<file path="config.mk">
export PLATFORM = sky130hd
export DESIGN_NAME = mqtt_session_timeout_supervisor
export DESIGN_NICKNAME = d
export VERILOG_FILES = /design/src/hw/rtl/msts_pkg.sv /design/src/hw/rtl/msts_cell.sv /design/src/hw/rtl/mqtt_session_timeout_supervisor.sv
export VERILOG_INCLUDE_DIRS = /design/src /design/src/hw/rtl
export SDC_FILE = /design/constraint.sdc
export NUM_CORES = 2
export LEC_CHECK = 0
export BUFFER_PORTS_ARGS = -buffer_cell sky130_fd_sc_hd__buf_2
export CAP_MARGIN = 5
export CORE_UTILIZATION = 25
export CTS_CLUSTER_DIAMETER = 150
export DETAILED_ROUTE_END_ITERATION = 8
export HOLD_SLACK_MARGIN = 0.06
export PLACE_DENSITY = 0.47
export SLEW_MARGIN = 20
export SYNTH_ARGS = -nofsm -noshare
export SYNTH_HDL_FRONTEND = slang
export SYNTH_HIERARCHICAL = 1
export SYNTH_SLANG_ARGS = --single-unit
</file>
<file path="constraint.sdc">
create_clock -name clk -period 10.8 [get_ports clk]
set_input_delay 1.08 -clock clk [delete_from_list [all_inputs] [get_ports clk]]
set_output_delay 1.08 -clock clk [all_outputs]
set_load 0.05 [all_outputs]
</file>
<file path="src/hw/rtl/assert_macros.svh">
// Assertion macros used by the top level of the session supervisor.
`ifndef ASSERT_MACROS_SVH
`define ASSERT_MACROS_SVH
`ifndef SYNTHESIS
// Check a condition at every clock edge outside reset.
`define MSTS_ASSERT(label, cond) \
  label: assert property (@(posedge clk) disable iff (rst) (cond)) \
    else $error("msts assertion failed");
// Check that a condition in one cycle implies another in the next cycle.
`define MSTS_ASSERT_NEXT(label, ante, cons) \
  label: assert property (@(posedge clk) disable iff (rst) (ante) |=> (cons)) \
    else $error("msts assertion failed");
`else
`define MSTS_ASSERT(label, cond)
`define MSTS_ASSERT_NEXT(label, ante, cons)
`endif
`endif

</file>
<file path="src/hw/rtl/msts_pkg.sv">
// Package with types, codes and constants of the session supervisor.
`default_nettype none

package msts_pkg;

  localparam int SLOT_COUNT = 8;
  localparam int SLOT_W     = 3;
  localparam int KIND_W     = 3;
  localparam int KA_W       = 16;
  localparam int TIME_W     = 32;
  localparam int RK_W       = 2;
  localparam int LIMIT_W    = 8;
  localparam int CNT_W      = $clog2(SLOT_COUNT + 1);
  localparam int KA_LIMIT_W = 27;

  localparam logic [KIND_W-1:0] KIND_ACCEPT   = 3'd0;
  localparam logic [KIND_W-1:0] KIND_ACTIVITY = 3'd1;
  localparam logic [KIND_W-1:0] KIND_CONNECT  = 3'd2;
  localparam logic [KIND_W-1:0] KIND_CLOSE    = 3'd3;
  localparam logic [KIND_W-1:0] KIND_TICK     = 3'd4;

  localparam logic [RK_W-1:0] RK_GRANT  = 2'd0;
  localparam logic [RK_W-1:0] RK_REFUSE = 2'd1;
  localparam logic [RK_W-1:0] RK_CLOSE  = 2'd2;
  localparam logic [RK_W-1:0] RK_DONE   = 2'd3;

  localparam logic REG_CLIENT_LIMIT    = 1'b0;
  localparam logic REG_CONNECT_TIMEOUT = 1'b1;

  localparam logic [KA_LIMIT_W-1:0] KA_SCALE_MS = 27'd1500;
  localparam logic [KA_LIMIT_W-1:0] KA_GRACE_MS = 27'd5000;
  localparam logic [TIME_W-1:0]     CTO_RESET   = 32'd10000;

  typedef struct packed {
    logic [KIND_W-1:0] kind;
    logic [SLOT_W-1:0] slot;
    logic [KA_W-1:0]   ka_sec;
    logic [TIME_W-1:0] now_ms;
  } in_item_t;

  typedef struct packed {
    logic [RK_W-1:0]   result_kind;
    logic [SLOT_W-1:0] result_slot;
    logic              last;
  } out_item_t;

  // Direct command to the addressed cell
  typedef struct packed {
    logic              act;
    logic              conn;
    logic              close;
    logic [KA_W-1:0]   ka;
    logic [TIME_W-1:0] now;
  } cmd_t;

  // Scan in progress, broadcast to all cells
  typedef struct packed {
    logic              accept;
    logic [TIME_W-1:0] now;
  } scan_t;

  // Per-cell status seen by the control
  typedef struct packed {
    logic tok;
    logic in_use;
    logic closing;
    logic auth;
  } stat_t;

endpackage

`default_nettype wire

</file>
<file path="src/hw/rtl/msts_cell.sv">
// One session slot cell: slot state, timeout check and scan token stage.
`default_nettype none

module msts_cell (
  input  logic                        clk,
  input  logic                        rst,
  input  msts_pkg::cmd_t              cmd,
  input  logic                        sel,
  input  msts_pkg::scan_t             scan,
  input  logic [msts_pkg::TIME_W-1:0] connect_timeout,
  input  logic                        tok_in,
  output logic                        tok_out,
  output logic                        hit,
  output msts_pkg::stat_t             stat
);

  logic                            tok;
  logic                            in_use;
  logic                            closing;
  logic                            auth;
  logic                            ka_on;
  logic [msts_pkg::TIME_W-1:0]     last_act;
  logic [msts_pkg::KA_LIMIT_W-1:0] ka_limit;

  logic [msts_pkg::TIME_W-1:0] idle;
  logic                        expire;
  logic                        claim;
  logic                        timeout;
  logic                        conn_ok;

  always_comb begin
    idle    = scan.now - last_act;
    expire  = auth ? (ka_on && (idle > msts_pkg::TIME_W'(ka_limit)))
                   : (idle > connect_timeout);
    claim   = tok && scan.accept && !in_use;
    timeout = tok && !scan.accept && in_use && !closing && expire;
    hit     = claim || timeout;
    tok_out = tok && !claim;
    conn_ok = sel && cmd.conn && in_use && !closing;
    stat    = '{tok: tok, in_use: in_use, closing: closing, auth: auth};
  end

  always_ff @(posedge clk) begin
    if (rst) begin
      tok     <= 1'b0;
      in_use  <= 1'b0;
      closing <= 1'b0;
      auth    <= 1'b0;
      ka_on   <= 1'b0;
    end else begin
      tok <= tok_in;
      if (claim) begin
        in_use  <= 1'b1;
        closing <= 1'b0;
        auth    <= 1'b0;
        ka_on   <= 1'b0;
      end
      if (timeout) begin
        closing <= 1'b1;
      end
      if (conn_ok) begin
        if (auth) begin
          closing <= 1'b1;
        end else begin
          auth  <= 1'b1;
          ka_on <= (cmd.ka != '0);
        end
      end
      if (sel && cmd.close && in_use) begin
        in_use  <= 1'b0;
        closing <= 1'b0;
        auth    <= 1'b0;
        ka_on   <= 1'b0;
      end
    end
  end

  // Time stamp and keepalive limit carry no reset
  always_ff @(posedge clk) begin
    if (claim) begin
      last_act <= scan.now;
    end
    if (sel && cmd.act && in_use) begin
      last_act <= cmd.now;
    end
    if (conn_ok && !auth) begin
      ka_limit <= msts_pkg::KA_LIMIT_W'(cmd.ka) * msts_pkg::KA_SCALE_MS
                  + msts_pkg::KA_GRACE_MS;
    end
  end

endmodule

`default_nettype wire

</file>
<file path="src/hw/rtl/mqtt_session_timeout_supervisor.sv">
// Top level of the MQTT session supervisor: control, registers and the slot cell row.
// Activity, connect, close and unknown items answer the cycle after acceptance, busy low.
// Accept walks a token down the cells one slot per cycle and grants the first free cell;
// refusal at the limit answers the cycle after acceptance. A tick ends with the flush
// after the token walk; busy holds new items off until the final result.
// rst (synchronous) resets slots, count and registers; time stamps stay undefined till used.
`default_nettype none
`include "assert_macros.svh"

module mqtt_session_timeout_supervisor (
  input  logic                 clk,
  input  logic                 rst,
  input  logic                 start,
  output logic                 busy,
  input  msts_pkg::in_item_t   item,
  output logic                 result_valid,
  output msts_pkg::out_item_t  result,
  input  logic                 psel,
  input  logic                 penable,
  input  logic                 pwrite,
  input  logic [2:0]           paddr,
  input  logic [31:0]          pwdata,
  output logic [31:0]          prdata,
  output logic                 pready
);

  typedef enum logic [1:0] {
    ST_IDLE,
    ST_SCAN,
    ST_FLUSH
  } state_t;

  state_t state;

  // Configuration registers
  logic [msts_pkg::LIMIT_W-1:0] client_limit;
  logic [msts_pkg::TIME_W-1:0]  connect_timeout;

  // Control registers
  logic [msts_pkg::CNT_W-1:0]  in_use_count;
  msts_pkg::scan_t             scan;
  logic                        pend_v;
  logic [msts_pkg::SLOT_W-1:0] pend_slot;

  // Cell row signals
  msts_pkg::cmd_t                cmd;
  logic [msts_pkg::SLOT_COUNT-1:0] sel;
  logic [msts_pkg::SLOT_COUNT-1:0] tok_in;
  logic [msts_pkg::SLOT_COUNT-1:0] tok_out;
  logic [msts_pkg::SLOT_COUNT-1:0] hits;
  msts_pkg::stat_t               stats [msts_pkg::SLOT_COUNT];
  logic [msts_pkg::SLOT_COUNT-1:0] tok_vec;
  logic [msts_pkg::SLOT_COUNT-1:0] in_use_vec;
  logic [msts_pkg::SLOT_COUNT-1:0] closing_vec;
  logic [msts_pkg::SLOT_COUNT-1:0] auth_vec;

  logic                         take;
  logic [msts_pkg::LIMIT_W-1:0] eff_limit;
  logic                         can_admit;
  logic                         inject;
  logic                         sel_valid;
  logic                         dup;
  logic                         hit_any;
  logic [msts_pkg::SLOT_W-1:0]  hit_slot;
  logic                         tok_last;

  assign busy   = (state != ST_IDLE);
  assign take   = start && !busy;
  assign pready = 1'b1;

  // Register reads decode on the word address bit only
  assign prdata = paddr[2] ? connect_timeout : 32'(client_limit);

  always_ff @(posedge clk) begin
    if (rst) begin
      client_limit    <= '0;
      connect_timeout <= msts_pkg::CTO_RESET;
    end else if (psel && penable && pwrite && pready) begin
      if (paddr[2] == msts_pkg::REG_CONNECT_TIMEOUT) begin
        connect_timeout <= pwdata;
      end else if (paddr[2] == msts_pkg::REG_CLIENT_LIMIT) begin
        client_limit <= pwdata[msts_pkg::LIMIT_W-1:0];
      end
    end
  end

  // Zero or a limit above the slot count admits every slot
  always_comb begin
    if (client_limit == '0 || client_limit > msts_pkg::LIMIT_W'(msts_pkg::SLOT_COUNT)) begin
      eff_limit = msts_pkg::LIMIT_W'(msts_pkg::SLOT_COUNT);
    end else begin
      eff_limit = client_limit;
    end
    can_admit = msts_pkg::LIMIT_W'(in_use_count) < eff_limit;
  end

  // Direct commands reach the addressed cell at the accepting edge
  always_comb begin
    cmd.act   = take && (item.kind == msts_pkg::KIND_ACTIVITY);
    cmd.conn  = take && (item.kind == msts_pkg::KIND_CONNECT);
    cmd.close = take && (item.kind == msts_pkg::KIND_CLOSE);
    cmd.ka    = item.ka_sec;
    cmd.now   = item.now_ms;
    inject    = take && (((item.kind == msts_pkg::KIND_ACCEPT) && can_admit)
                         || (item.kind == msts_pkg::KIND_TICK));
  end

  // Cell row: the scan token enters at slot 0 and moves one cell per cycle
  for (genvar i = 0; i < msts_pkg::SLOT_COUNT; i++) begin : g_cell
    assign sel[i]         = (item.slot == msts_pkg::SLOT_W'(i));
    assign tok_vec[i]     = stats[i].tok;
    assign in_use_vec[i]  = stats[i].in_use;
    assign closing_vec[i] = stats[i].closing;
    assign auth_vec[i]    = stats[i].auth;
    if (i == 0) begin : g_head
      assign tok_in[i] = inject;
    end else begin : g_link
      assign tok_in[i] = tok_out[i-1];
    end

    msts_cell u_cell (
      .clk             (clk),
      .rst             (rst),
      .cmd             (cmd),
      .sel             (sel[i]),
      .scan            (scan),
      .connect_timeout (connect_timeout),
      .tok_in          (tok_in[i]),
      .tok_out         (tok_out[i]),
      .hit             (hits[i]),
      .stat            (stats[i])
    );
  end

  assign tok_last  = tok_out[msts_pkg::SLOT_COUNT-1];
  assign sel_valid = |(sel & in_use_vec);
  assign dup       = |(sel & in_use_vec & ~closing_vec & auth_vec);
  assign hit_any   = |hits;

  // At most one cell holds the token, so OR the indexes of the hitting cells
  always_comb begin
    hit_slot = '0;
    for (int i = 0; i < msts_pkg::SLOT_COUNT; i++) begin
      if (hits[i]) begin
        hit_slot = hit_slot | msts_pkg::SLOT_W'(i);
      end
    end
  end

  // Control sequencer and result register
  always_ff @(posedge clk) begin
    if (rst) begin
      state        <= ST_IDLE;
      result_valid <= 1'b0;
      pend_v       <= 1'b0;
      in_use_count <= '0;
    end else begin
      result_valid <= 1'b0;
      case (state)
        ST_IDLE: begin
          if (take) begin
            result.result_slot <= '0;
            result.last        <= 1'b1;
            result.result_kind <= msts_pkg::RK_DONE;
            case (item.kind)
              msts_pkg::KIND_ACCEPT: begin
                if (can_admit) begin
                  state       <= ST_SCAN;
                  scan.accept <= 1'b1;
                  scan.now    <= item.now_ms;
                end else begin
                  result_valid       <= 1'b1;
                  result.result_kind <= msts_pkg::RK_REFUSE;
                end
              end
              msts_pkg::KIND_TICK: begin
                state       <= ST_SCAN;
                scan.accept <= 1'b0;
                scan.now    <= item.now_ms;
              end
              msts_pkg::KIND_CONNECT: begin
                result_valid <= 1'b1;
                if (dup) begin
                  result.result_kind <= msts_pkg::RK_CLOSE;
                  result.result_slot <= item.slot;
                end
              end
              msts_pkg::KIND_CLOSE: begin
                result_valid <= 1'b1;
                if (sel_valid) begin
                  in_use_count <= in_use_count - 1'b1;
                end
              end
              default: begin
                result_valid <= 1'b1;
              end
            endcase
          end
        end
        ST_SCAN: begin
          if (hit_any && scan.accept) begin
            // First free cell claimed: grant it and end the scan
            result_valid       <= 1'b1;
            result.result_kind <= msts_pkg::RK_GRANT;
            result.result_slot <= hit_slot;
            result.last        <= 1'b1;
            in_use_count       <= in_use_count + 1'b1;
            state              <= ST_IDLE;
          end else begin
            // Hold each close request in the pending register so the final one can carry last
            if (hit_any) begin
              if (pend_v) begin
                result_valid       <= 1'b1;
                result.result_kind <= msts_pkg::RK_CLOSE;
                result.result_slot <= pend_slot;
                result.last        <= 1'b0;
              end
              pend_v    <= 1'b1;
              pend_slot <= hit_slot;
            end
            if (tok_last) begin
              state <= ST_FLUSH;
            end
          end
        end
        ST_FLUSH: begin
          result_valid <= 1'b1;
          result.last  <= 1'b1;
          if (scan.accept) begin
            result.result_kind <= msts_pkg::RK_REFUSE;
            result.result_slot <= '0;
          end else if (pend_v) begin
            result.result_kind <= msts_pkg::RK_CLOSE;
            result.result_slot <= pend_slot;
          end else begin
            result.result_kind <= msts_pkg::RK_DONE;
            result.result_slot <= '0;
          end
          pend_v <= 1'b0;
          state  <= ST_IDLE;
        end
        default: begin
          state <= ST_IDLE;
        end
      endcase
    end
  end

  // Only one cell may hold the scan token
  `MSTS_ASSERT(a_tok_onehot, $onehot0(tok_vec))
  // The admitted count tracks the slots in use
  `MSTS_ASSERT(a_count_match, in_use_count == msts_pkg::CNT_W'($countones(in_use_vec)))
  // A closing slot is always in use
  `MSTS_ASSERT(a_closing_in_use, (closing_vec & ~in_use_vec) == '0)
  // A timeout found during a tick scan is held for reporting
  `MSTS_ASSERT_NEXT(a_tick_pend, (state == ST_SCAN) && !scan.accept && hit_any, pend_v)

endmodule

`default_nettype wire
</file>
Yosys cells after proc, flatten, opt, wreduce, memory -nomap -nowiden

Index checks and enable logic that the tools add are counted.

Bitwise operators: 7
Mux-type cells: 147
Reductions and logical operators: 218
Order comparisons: 18
Add/subtract/negate cells: 11
$mul: 1
Eq/ne operators: 25

Operators with widths:

| kind                                                                  | count |
|---|---|
| 32-bit two-way mux                                                    | 17 |
| 32-bit by 27-bit > comparator with 1-bit output                       | 8 |
| 32-bit > comparator                                                   | 8 |
| 32-bit subtractor                                                     | 8 |
| 1-bit logical AND                                                     | 137 |
| 1-bit two-way mux                                                     | 96 |
| 33-bit case mux with 2 select lines                                   | 1 |
| 1-bit zero test                                                       | 34 |
| 33-bit two-way mux                                                    | 1 |
| 27-bit by 13-bit adder with 27-bit output (second input constant)     | 1 |
| 16-bit by 9-bit multiplier with 25-bit output (second input constant) | 1 |
| 8-bit AND                                                             | 3 |
| 4-bit two-way mux                                                     | 6 |
| 6-bit two-way mux                                                     | 4 |
| 2-bit nonzero test                                                    | 12 |
| 8-bit OR reduction                                                    | 3 |
| 6-bit case mux with 3 select lines                                    | 1 |
| 16-bit nonzero test                                                   | 1 |
| 2-bit OR reduction                                                    | 8 |
| 3-bit == test (second input constant)                                 | 5 |
| 3-bit two-way mux                                                     | 5 |
| 5-bit AND reduction                                                   | 3 |
| 2-bit two-way mux                                                     | 7 |
| 2-bit inequality test (second input constant)                         | 7 |
| other kinds (26)                                                      | 50 |

Input port bits: 95
Register bits: 602
Word-level logic and storage cells: 495

Longest topological paths before layout

Word-level depth: 15
Depth in mapped cells: 30
Depth with buffers taken out: 30

Hierarchy

The synthesis kept the hierarchy.

By module, submodules not included:

| module                            | area an instance (µm²) | times used | cells each |
|---|---|---|---|
| msts_cell at g_cell[0].u_cell ... | 9899.5                 | 3          | 1106 |
| msts_cell at g_cell[4].u_cell     | 9985.8                 | 1          | 1139 |
| msts_cell at g_cell[7].u_cell     | 9895.7                 | 1          | 1117 |
| msts_cell at g_cell[6].u_cell     | 9784.4                 | 1          | 1100 |
| msts_cell at g_cell[3].u_cell     | 9729.3                 | 1          | 1075 |
| msts_cell at g_cell[5].u_cell     | 9577.9                 | 1          | 1077 |
| mqtt_session_timeout_supervisor   | 4156.5                 | 1          | 417 |

Worst setup path after synthesis

OpenSTA, ideal clock, no wires.

Path kind: flip-flop to flip-flop
From: reg scan[1] (netlist name)
To: reg state[1]
Slack: 4544 ps
Buffers on the path: 0
Clock period less this slack: 6256 ps
Setup time: 123 ps
Arrival: 6133 ps
Cell stages (with the launch flop): 28
Path through: edfxtp_1 fa_1 a211oi_1 o21ai_0 a22oi_1 a21boi_0 o21ai_0 a21oi_1 o21a_1 o21a_1 o41ai_1 xnor2_1 ha_1 a21o_1 a21o_1 a221o_1 a21o_1 a21o_1 a21oi_1 o221ai_1 and2_1 nand2_1 nand3_1 nor4_4 a21oi_2 or3_4 o221ai_2 mux2_1

Word-level cells in the longest chain between the ends: 10

Ends and longest elaborated chain:

| item                                                                                                   | RTL line                               | text |
|---|---|---|
| 32-bit subtractor *                                                                                    | msts_cell.sv:32                        | `idle = scan.now - last_act;` |
| 32-bit by 27-bit > comparator with 1-bit output                                                        | msts_cell.sv:33                        | `expire = auth ? (ka_on && (idle > msts_pkg::TIME_W'(ka_limit)))` |
| 1-bit logical AND                                                                                      | msts_cell.sv:33                        |  |
| 1-bit two-way mux *                                                                                    | msts_cell.sv:33                        |  |
| 1-bit logical AND *                                                                                    | msts_cell.sv:36                        | `timeout = tok && !scan.accept && in_use && !closing && expire;` |
| 1-bit logical OR *                                                                                     | msts_cell.sv:37                        | `hit = claim \|\| timeout;` |
| named net hits (one bit)                                                                               | mqtt_session_timeout_supervisor.sv:50  | `logic [msts_pkg::SLOT_COUNT-1:0] hits;` |
| 8-bit OR reduction *                                                                                   | mqtt_session_timeout_supervisor.sv:138 | `assign hit_any = \|hits;` |
| 1-bit logical AND *                                                                                    | mqtt_session_timeout_supervisor.sv:201 | `if (hit_any && scan.accept) begin` |
| 3-bit by 2-bit inequality test with 1-bit output (no line) / 2-bit two-way mux (equally long branches) | -                                      |  |
| 4-bit AND reduction (no line) / 2-bit case mux with 2 select lines (equally long branches)             | -                                      |  |
| end signal, assigned                                                                                   | mqtt_session_timeout_supervisor.sv:153 | `state <= ST_IDLE;` |
| end signal, assigned                                                                                   | mqtt_session_timeout_supervisor.sv:208 | `state <= ST_IDLE;` |
| end signal, assigned                                                                                   | mqtt_session_timeout_supervisor.sv:222 | `state <= ST_FLUSH;` |
| end, declared                                                                                          | mqtt_session_timeout_supervisor.sv:33  | `state_t state;` |

Mark *: on every way through the listed nets, which the timed path passes. The rest lies on a longest branch.
A chain may end at the register's enable or synchronous reset.

Worst setup path in the final report

From: reg scan[1] (netlist name)
To: reg in_use_count[3] (netlist name)

Word-level cells in the longest chain between the ends: 10

Ends and longest elaborated chain:

| item                                            | RTL line                               | text |
|---|---|---|
| 32-bit subtractor *                             | msts_cell.sv:32                        |  |
| 32-bit by 27-bit > comparator with 1-bit output | msts_cell.sv:33                        |  |
| 1-bit logical AND                               | msts_cell.sv:33                        |  |
| 1-bit two-way mux *                             | msts_cell.sv:33                        |  |
| 1-bit logical AND *                             | msts_cell.sv:36                        |  |
| 1-bit logical OR *                              | msts_cell.sv:37                        |  |
| named net hits (one bit)                        | mqtt_session_timeout_supervisor.sv:50  |  |
| 8-bit OR reduction *                            | mqtt_session_timeout_supervisor.sv:138 |  |
| 1-bit logical AND *                             | mqtt_session_timeout_supervisor.sv:201 |  |
| 2-bit inequality test (no line) *               | -                                      |  |
| 5-bit AND reduction (no line) *                 | -                                      |  |
| end signal, assigned                            | mqtt_session_timeout_supervisor.sv:191 | `in_use_count <= in_use_count - 1'b1;` |
| end signal, assigned                            | mqtt_session_timeout_supervisor.sv:207 | `in_use_count <= in_use_count + 1'b1;` |
| end, declared                                   | mqtt_session_timeout_supervisor.sv:40  | `logic [msts_pkg::CNT_W-1:0] in_use_count;` |

Marked as above.

==> qor.txt <==
Status: finished, final reports clean
Post-CTS Setup Bufs: 0
Startpoint types: flip-flop
Setup TNS: 0 ns
Routed Antenna Nets: 0
Std-Cell Rows: 210
Switching power: 9070 µW
Drt via density: 4.71
Root Driver: clkbuf_16
CP Class: flip-flop to flip-flop
CTS buffer count: 77
Cell Int Power: 10100 µW
Layout cells sized above 1: 0.0880
Met1 Resource Use GR: 0.232
Hold WC Path Type: flip-flop to flip-flop
Hold-fix buffers, CTS: 0
Worst Max-Slew Pin Slew: 1.05 ns
Mapped Nets: 11200
Post-DP HPWL: 221000 µm
Met3 usage: 0.0139
Cell Area, Synth: 82800 µm²
Worst hold path cell count: 2
Slew Limit Fails: 0
Total congestion overflow: 0
Tcrit/Tclk final: 0.754
Worst R2R Start: scan[1]$_DFFE_PP_
Num Clock Sinks: 586
Worst hold slack: 0.455 ns
Post-Layout Inst Area: 92000 µm²
Core ar.: 328000 µm²
Clock skew: 0.0412 ns
R2R cell count: 24
Clock-pin slew on the worst setup and hold paths: 0.06 ns
Post-cts sizing count: 0
Power per cell area: 208 nW/µm²
Max-Cap Viols: 0
Clock latency on the worst-skew pair: 0.69 ns
Ys Warns: 6
Fillers: 35300
Hold Crit Endpoint: connect_timeout[11]$_SDFFE_PP0P_
Clock buffer depth: 3
Die ar.: 333000 µm²
Detailed-route via count: 65300
Final worst setup slack: 2.65 ns
# H-tree levels: 3
Worst slew margin: 0.290
Total Power: 19200 µW
Routing usage on met2: 0.279
GR peak layer: met2
Synth-to-Final Area Change: 11.2%
Clock power frac: 0.139
Final number of setup-violating endpoints: 0
Comb power frac: 0.698
I/O Buffers: 132
Hold Startpoint: connect_timeout[11]$_SDFFE_PP0P_
Wire length per cell: 20.6 µm
Tmin final: 8.15 ns
Setup Slack @ Placement: 2.77 ns
Worst Path Max Fanout: 9
Vias in the first global route: 63900
Placement Cell Area: 89400 µm²
Top Ports: 136
Sw frac: 0.473
Cells after Synth: 9235
Detailed-route wire length: 285000 µm
Drt pass-1 iters: 6
DRC: 0
IR Drop Worst-Case VDD: 0.171 mV
Crit path DAT: 8.68 ns
Crit. End Element: flip-flop
R2r endpoint: in_use_count[3]$_SDFFE_PP0P_
GP Congestion: 0.924
Initial Util: 0.252
FMAX: 123 MHz
Crit path required time: 11.33 ns
First-pass GRT wire length: 420000 µm
RSZ-0062 raised after global routing: no
Register-to-register setup slack: 2.65 ns
Largest net degree at the start of global routing: 65
All-Layer GR Usage: 0.169
Die height: 577 µm
Die W: 577 µm
P_leak: 0.0434 µW
Nets@finish: 11400
Final Hold Violating Endpoints: 0
1st-iter DRT viols: 5072
CTS tree: built
Synthesized area per cell: 8.96 µm²
Initial antenna violation count: 72
Reg power frac: 0.163
[power groups by stage]
| stage | registers (µW) | clock network [µW] | logic (µW) |
|---|---|---|---|
| final | 3120 | 2670 | 13400 |
| after global routing | 3120 | 2820 | 15200 |
| after CTS | 3120 | 2750 | 13600 |
| after detailed placement | 3170 | 0 | 13500 |
| after global placement | 3170 | 0 | 13500 |
| after floorplan | 3170 | 0 | 10700 |
[routing by layer]
metal,up-vias,share of wire
met5,-,0.00026
met2,1712,0.46
li1,31600,-
met3,324,0.055
met1,31600,0.45
met4,12,0.032
[worst max path at each step]
stage | startpoint | endpoint | slack, ns | cells after the start
floorplan | scan[1]$_DFFE_PP_ | state[1]$_SDFFE_PP0P_ | 4.54 | 27
global placement | scan[1]$_DFFE_PP_ | in_use_count[3]$_SDFFE_PP0P_ | 2.79 | 24
detailed placement | scan[1]$_DFFE_PP_ | in_use_count[3]$_SDFFE_PP0P_ | 2.77 | 24
CTS | scan[1]$_DFFE_PP_ | in_use_count[3]$_SDFFE_PP0P_ | 2.73 | 24
global route | scan[1]$_DFFE_PP_ | in_use_count[3]$_SDFFE_PP0P_ | 2.30 | 25
finish | scan[1]$_DFFE_PP_ | in_use_count[3]$_SDFFE_PP0P_ | 2.65 | 24
[final cells by class]
class,instances,area (µm²),share of cell area
Multi-Input combinational cell,6209,56800,0.618
Sequential cell,586,16700,0.182
Inverter,2289,8590,0.0934
Tap cell,4346,5440,0.0591
Clock buffer,104,2120,0.0231
Timing Repair Buffer,264,1830,0.0199
Clock inverter,37,422,0.00458
Antenna cell,24,60.1,0.000653
[registers in the layout, indices dropped and copies added (netlist names)]
| name | cells |
|---|---|
| g_cell.u_cell/ka_limit | 200 |
| g_cell.u_cell/closing | 8 |
| in_use_count | 4 |
| g_cell.u_cell/auth | 8 |
| g_cell.u_cell/tok | 8 |
| pend_v | 1 |
| scan | 33 |
| client_limit | 8 |
| state | 2 |
| pend_slot | 3 |
| g_cell.u_cell/last_act | 256 |
| connect_timeout | 32 |
| result | 6 |
| result_valid | 1 |
| g_cell.u_cell/in_use | 8 |
| g_cell.u_cell/ka_on | 8 |
[cell usage in the layout, fill, tap and decap left out, drive strengths merged, types with 273 or more instances in the layout]
cell,count
a21o,273
a21oi,542
edfxtp,498
fa,553
ha,1336
inv,2296
nand2,386
nor2,357
o21ai,291
xnor2,323
[critical path, stage by stage, from the launching register on]
cell	delay, ns
edfxtp_1	0.96
ha_1	0.36
nor2b_1	0.14
o2111ai_1	0.28
a21oi_1	0.18
o2111ai_1	0.43
nand2_1	0.15
a31o_2	0.30
a21o_1	0.18
a21oi_1	0.17
xnor2_1	0.20
ha_1	0.30
a21o_1	0.17
a2111oi_0	0.38
o21ai_0	0.20
a2111oi_0	0.41
nor2_1	0.15
a221o_1	0.29
o41ai_1	0.85
nand3b_1	0.36
nor4_4	0.52
a21oi_2	0.16
o21ai_1	0.55
or4_1	0.20
a21oi_1	0.06
[stage by stage]
stage / utilization / instances
CTS: 0.280 / 13800
global placement: 0.272 / 13700
finish: 0.280 / 13900
floorplan: - / 9235
detailed placement: 0.272 / 13700
global route: 0.280 / 13800
Power figures use the tool's default switching activity.
